### config.mk
export PLATFORM = sky130hd
export DESIGN_NAME = trpq_delay
export DESIGN_NICKNAME = d
export VERILOG_FILES = /design/src/rtl/trpq_pkg.sv /design/src/rtl/trpq_delay.sv
export SDC_FILE = /design/constraint.sdc
export NUM_CORES = 1
export LEC_CHECK = 0
export BUFFER_PORTS_ARGS = -buffer_cell sky130_fd_sc_hd__buf_4
export CAP_MARGIN = 20
export CORE_UTILIZATION = 54
export CTS_CLUSTER_SIZE = 28
export DETAILED_ROUTE_END_ITERATION = 7
export GPL_TIMING_DRIVEN = 0
export PLACE_DENSITY_LB_ADDON = 0.15
export SLEW_MARGIN = 25
export SYNTH_ARGS = -nofsm -noshare
export SYNTH_HDL_FRONTEND = slang
export SYNTH_SLANG_ARGS = --single-unit
### constraint.sdc
create_clock -name clk -period 6.2 [get_ports clk]
set_input_delay 0 -clock clk [delete_from_list [all_inputs] [get_ports clk]]
set_output_delay 0 -clock clk [all_outputs]
set_load 0.005 [all_outputs]
### src/rtl/trpq_pkg.sv
// shared types and constants for the timed release priority queue
`timescale 1ns / 1ps
`default_nettype none
package trpq_pkg;

  localparam int QUEUE_DEPTH = 64;
  localparam int IDX_W = $clog2(QUEUE_DEPTH);
  localparam int CNT_W = $clog2(QUEUE_DEPTH + 1);
  localparam int TIME_W = 48;
  localparam int ID_W = 64;
  localparam int PEN_W = 32;
  localparam int ENTRY_W = TIME_W + ID_W;
  localparam int CFG_IDX_W = 2;

  localparam logic [CFG_IDX_W-1:0] REG_BASE_PENALTY = 2'd0;
  localparam logic [CFG_IDX_W-1:0] REG_MAX_PENALTY = 2'd1;
  localparam logic [CFG_IDX_W-1:0] REG_BACKOFF_ENABLE = 2'd2;

  localparam logic OP_ENQUEUE = 1'b0;
  localparam logic OP_RELEASE = 1'b1;

  localparam logic [1:0] KIND_ENQUEUED = 2'd0;
  localparam logic [1:0] KIND_FULL = 2'd1;
  localparam logic [1:0] KIND_RELEASED = 2'd2;
  localparam logic [1:0] KIND_NONE = 2'd3;

  typedef struct packed {
    logic operation;
    logic [TIME_W-1:0] now;
    logic [ID_W-1:0] txn_ident;
    logic [5:0] abort_count;
  } in_item_t;

  typedef struct packed {
    logic [1:0] kind;
    logic [ID_W-1:0] txn_out;
    logic [PEN_W-1:0] delay;
    logic last;
  } out_item_t;

  // request from the sequencer to the delay unit and its answer
  typedef struct packed {
    logic start;
    logic [5:0] count;
  } dly_req_t;

  typedef struct packed {
    logic done;
    logic [PEN_W-1:0] delay;
  } dly_rsp_t;

endpackage
`default_nettype wire

### src/rtl/trpq_delay.sv
// iterative backoff delay unit: one doubling and cap compare per cycle
`timescale 1ns / 1ps
`default_nettype none
module trpq_delay (
  input  wire logic                      clk,
  input  wire logic                      rst,
  input  wire logic [trpq_pkg::PEN_W-1:0] base_penalty,
  input  wire logic [trpq_pkg::PEN_W-1:0] max_penalty,
  input  wire logic                      backoff_enable,
  input  wire trpq_pkg::dly_req_t        req,
  output trpq_pkg::dly_rsp_t             rsp
);

  logic                       busy;
  logic [5:0]                 remain;
  logic [trpq_pkg::PEN_W:0]   acc;
  logic [trpq_pkg::PEN_W:0]   doubled;
  logic                       capped;

  assign doubled = {acc[trpq_pkg::PEN_W-1:0], 1'b0};
  // once the value passes the cap, further doubling cannot bring it back
  assign capped = acc > {1'b0, max_penalty};

  always_ff @(posedge clk) begin
    if (rst) begin
      busy <= 1'b0;
      rsp.done <= 1'b0;
    end else begin
      rsp.done <= 1'b0;
      if (req.start) begin
        if (!backoff_enable) begin
          rsp.done <= 1'b1;
          rsp.delay <= base_penalty;
        end else begin
          busy <= 1'b1;
          acc <= {1'b0, base_penalty};
          remain <= req.count;
        end
      end else if (busy) begin
        if (capped) begin
          busy <= 1'b0;
          rsp.done <= 1'b1;
          rsp.delay <= max_penalty;
        end else if (remain == 6'd0 || acc == '0) begin
          // a zero base stays zero for any count
          busy <= 1'b0;
          rsp.done <= 1'b1;
          rsp.delay <= acc[trpq_pkg::PEN_W-1:0];
        end else begin
          acc <= doubled;
          remain <= remain - 6'd1;
        end
      end
    end
  end

endmodule
`default_nettype wire

==> results.json <==
{
  "cp_slowest_cell": "edfxtp_1",
  "syn_nets": 460,
  "cp.required_ps": 6250,
  "slew_violations": 0,
  "r2r_cells": 7,
  "layout_setup_ws_ps": 3150,
  "hold_end": "busy$_SDFFE_PP0N_",
  "outcome": "finished clean",
  "portBuffers": 106,
  "hold_path_class": "primary input to register",
  "clock_path_buffers": 2,
  "dp_slack_ps": 3170,
  "post_cts_buffers": 0,
  "rrSetupSlack_ps": 3150,
  "dp_hpwl_mm": 7.53,
  "finalClockSkew_ps": 9.75,
  "core_area_um2": 7730,
  "cts_tree": "built",
  "synth-seq-cells": 73,
  "track_usage": 0.289,
  "cp_data_arrival_time_ps": 3100,
  "cts_sinks": 73,
  "critPathLaunchType": "register",
  "period_share": 0.491,
  "synth-seq-area-share": 0.503,
  "place_congestion": 0.817,
  "synth_cell_types": 43,
  "crit_type": "register to register",
  "yosysWarnings": 0,
  "hold_ws_ps": 30.9,
  "hp-start": "backoff_enable",
  "synthCells": 353,
  "slowest_delay_ps": 500,
  "drtPass1Iterations": 4,
  "remaining_drc_errors": 0,
  "finalPower_mw": 1.20,
  "setup_violations": 0,
  "p_leak_nw": 2.57,
  "ant_nets": 0,
  "antenna_found_initial": 0,
  "die_h_um": 91.4,
  "via_per_inst": 5.71,
  "initial_core_util": 0.559,
  "grt_max_degree": 24,
  "area.growth.synth_to_final_pct": 44.5,
  "critical_path.max_fanout": 23,
  "drive_gt1_frac": 0.308,
  "diodes": 0,
  "hold_violations": 0,
  "num_rows": 32,
  "synth-async-reset-ratio": 0,
  "max-vdd-ir-drop_v": 0.000113,
  "rsz0062_at_grt": "false",
  "htreeDepth": 3,
  "worst_pin_slew_ps": 675,
  "r2r-start": "acc[14]$_DFFE_PP_",
  "cp-end-kind": "register",
  "fmax_ghz": 0.328,
  "synth_ff_type": "edfxtp_1",
  "clkLatencyLatePin_ps": 350,
  "synth_area_per_cell_um2": 12.2,
  "synth_edf_count": 71,
  "multi_input_area_um2": 1950,
  "hold_path_depth": 4,
  "nFillCells": 459,
  "relSlewSlack": 0.550,
  "path_clk_slew_ps": 70,
  "worstPathCellList": "ha_1 -> nand4_1 -> nor3_1 -> a32oi_1 -> o31a_1 -> nor2_4 -> buf_16",
  "finalCriticalPeriod_ps": 3050,
  "fp.dieW_um": 91.4,
  "wl_per_cell_um": 17.7,
  "drt-initial-drc-count": 214,
  "num_io_pins": 107,
  "synth_area_um2": 4320,
  "totalWireLength_mm": 11.5,
  "grt_overflow": 0,
  "cts-buffers-inserted": 9,
  "finalSetupTns_ps": 0,
  "dieArea_um2": 8350,
  "dpl.cell_count": 564,
  "dr_total_vias": 3718,
  "power_density_nw_per_um2": 193,
  "layout.nets": 651,
  "reg2reg_to": "acc[11]$_DFFE_PP_",
  "seq_area_um2": 2170,
  "drv_cap": 0,
  "grt_pass1_wl_mm": 18.5,
  "final_cells": 651,
  "clock-root-buffer": "clkbuf_8",
  "grt_pass1_vias": 3811
}
Yosys cell counts (all sizes together) (6+ instances only):
library cell	count	area, um^2
a221o	32	323
nor2	8	30.0
ha	33	413
nand2	11	41.3
a21oi	8	51.3
nor4	8	56.3
nor3	6	30.0
inv	37	139
mux2	30	338
edfxtp	71	2130
and2	33	206
o21ai	15	75.1
nand4	9	56.3
buf	10	63.8
through the flow:
stage | instance area (um^2) | util
final | 6240 | 0.807
after global routing | 6240 | 0.807
after CTS | 6240 | 0.807
after detailed placement | 5320 | 0.688
after global placement | 5240 | 0.678
after floorplan | 4320 | -
registers in the layout (all words and copies together) (netlist names):
register and flops:
remain 6, busy 1, rsp 33, acc 33
routing by layer:
layer | track usage | vias to the layer above | wire (um)
li1 | - | 1752 | -
met1 | 0.353 | 1786 | 4680
met2 | 0.516 | 157 | 6050
met3 | 0.0335 | 23 | 521
met4 | 0.119 | 0 | 255
met5 | 0 | - | 0
cell usage in the layout (no fill, tap or decap), types with 3 or more instances in the layout:
cell,synthesis,routed
nand2_1,11,11
and2_1,33,33
buf_4,0,106
buf_2,3,3
nor4_1,7,7
or3_1,3,3
dlygate4sd3_1,0,71
ha_1,33,33
clkbuf_1,4,5
buf_6,3,4
clkbuf_8,0,9
nor2b_1,3,3
nor2_1,8,7
inv_1,37,37
mux2_2,30,30
nor3_1,6,6
o21ai_0,15,15
nand4_1,9,9
buf_1,4,4
a211oi_1,4,4
edfxtp_1,71,71
a21oi_1,7,7
a221o_1,30,30
o21a_1,3,3
repair_timing:
item                                   in CTS  in global routing
endpoints found under the hold margin      72                  0
resized for setup                           0                  0
hold buffers                               71                  0
setup endpoints to repair                   0                  0
worst max path at each step:
stage,startpoint,to
CTS,acc[14]$_DFFE_PP_,acc[11]$_DFFE_PP_
detailed placement,acc[14]$_DFFE_PP_,acc[17]$_DFFE_PP_
finish,acc[14]$_DFFE_PP_,acc[11]$_DFFE_PP_
global placement,acc[30]$_DFFE_PP_,rsp[14]$_DFFE_PP_
global route,acc[14]$_DFFE_PP_,acc[11]$_DFFE_PP_
floorplan,acc[30]$_DFFE_PP_,rsp[0]$_DFFE_PP_
cell type report:
type / instances / area share
Clock inverter: 6 / 0.0132
Clock buffer: 10 / 0.0205
Tap cell: 102 / 0.0205
Multi-Input combinational cell: 229 / 0.312
Inverter: 37 / 0.0223
Buffer: 14 / 0.0126
Sequential cell: 73 / 0.348
Timing Repair Buffer: 180 / 0.250
worst max-delay path, delay by kind of cell (launching register included):
kind,cells,cell delay [ps]
adder cells (fa/ha/maj),1,340
AO/OA/AOI/OAI,2,660
buffers and inverters,1,260
flip-flops,1,500
AND/OR/NAND/NOR,3,980
cell families (layout without fill, tap and decap cells):
kind of cell | Yosys count | in the layout | synth area share
adder cells (fa/ha/maj) | 33 | 33 | 0.0957
XOR/XNOR | 4 | 4 | 0.00812
AND/OR/NAND/NOR | 86 | 86 | 0.119
flip-flops | 73 | 73 | 0.503
buffers and inverters | 51 | 247 | 0.0504
AO/OA/AOI/OAI | 75 | 75 | 0.143
multiplexers | 31 | 31 | 0.0806
power breakdown:
part,switching (mW),internal (mW),total [mW]
registers,0.0140,0.566,0.580
clock network,0.186,0.224,0.410
logic,0.0889,0.121,0.210
total,0.289,0.911,1.20
Power figures use the tool's default switching activity.
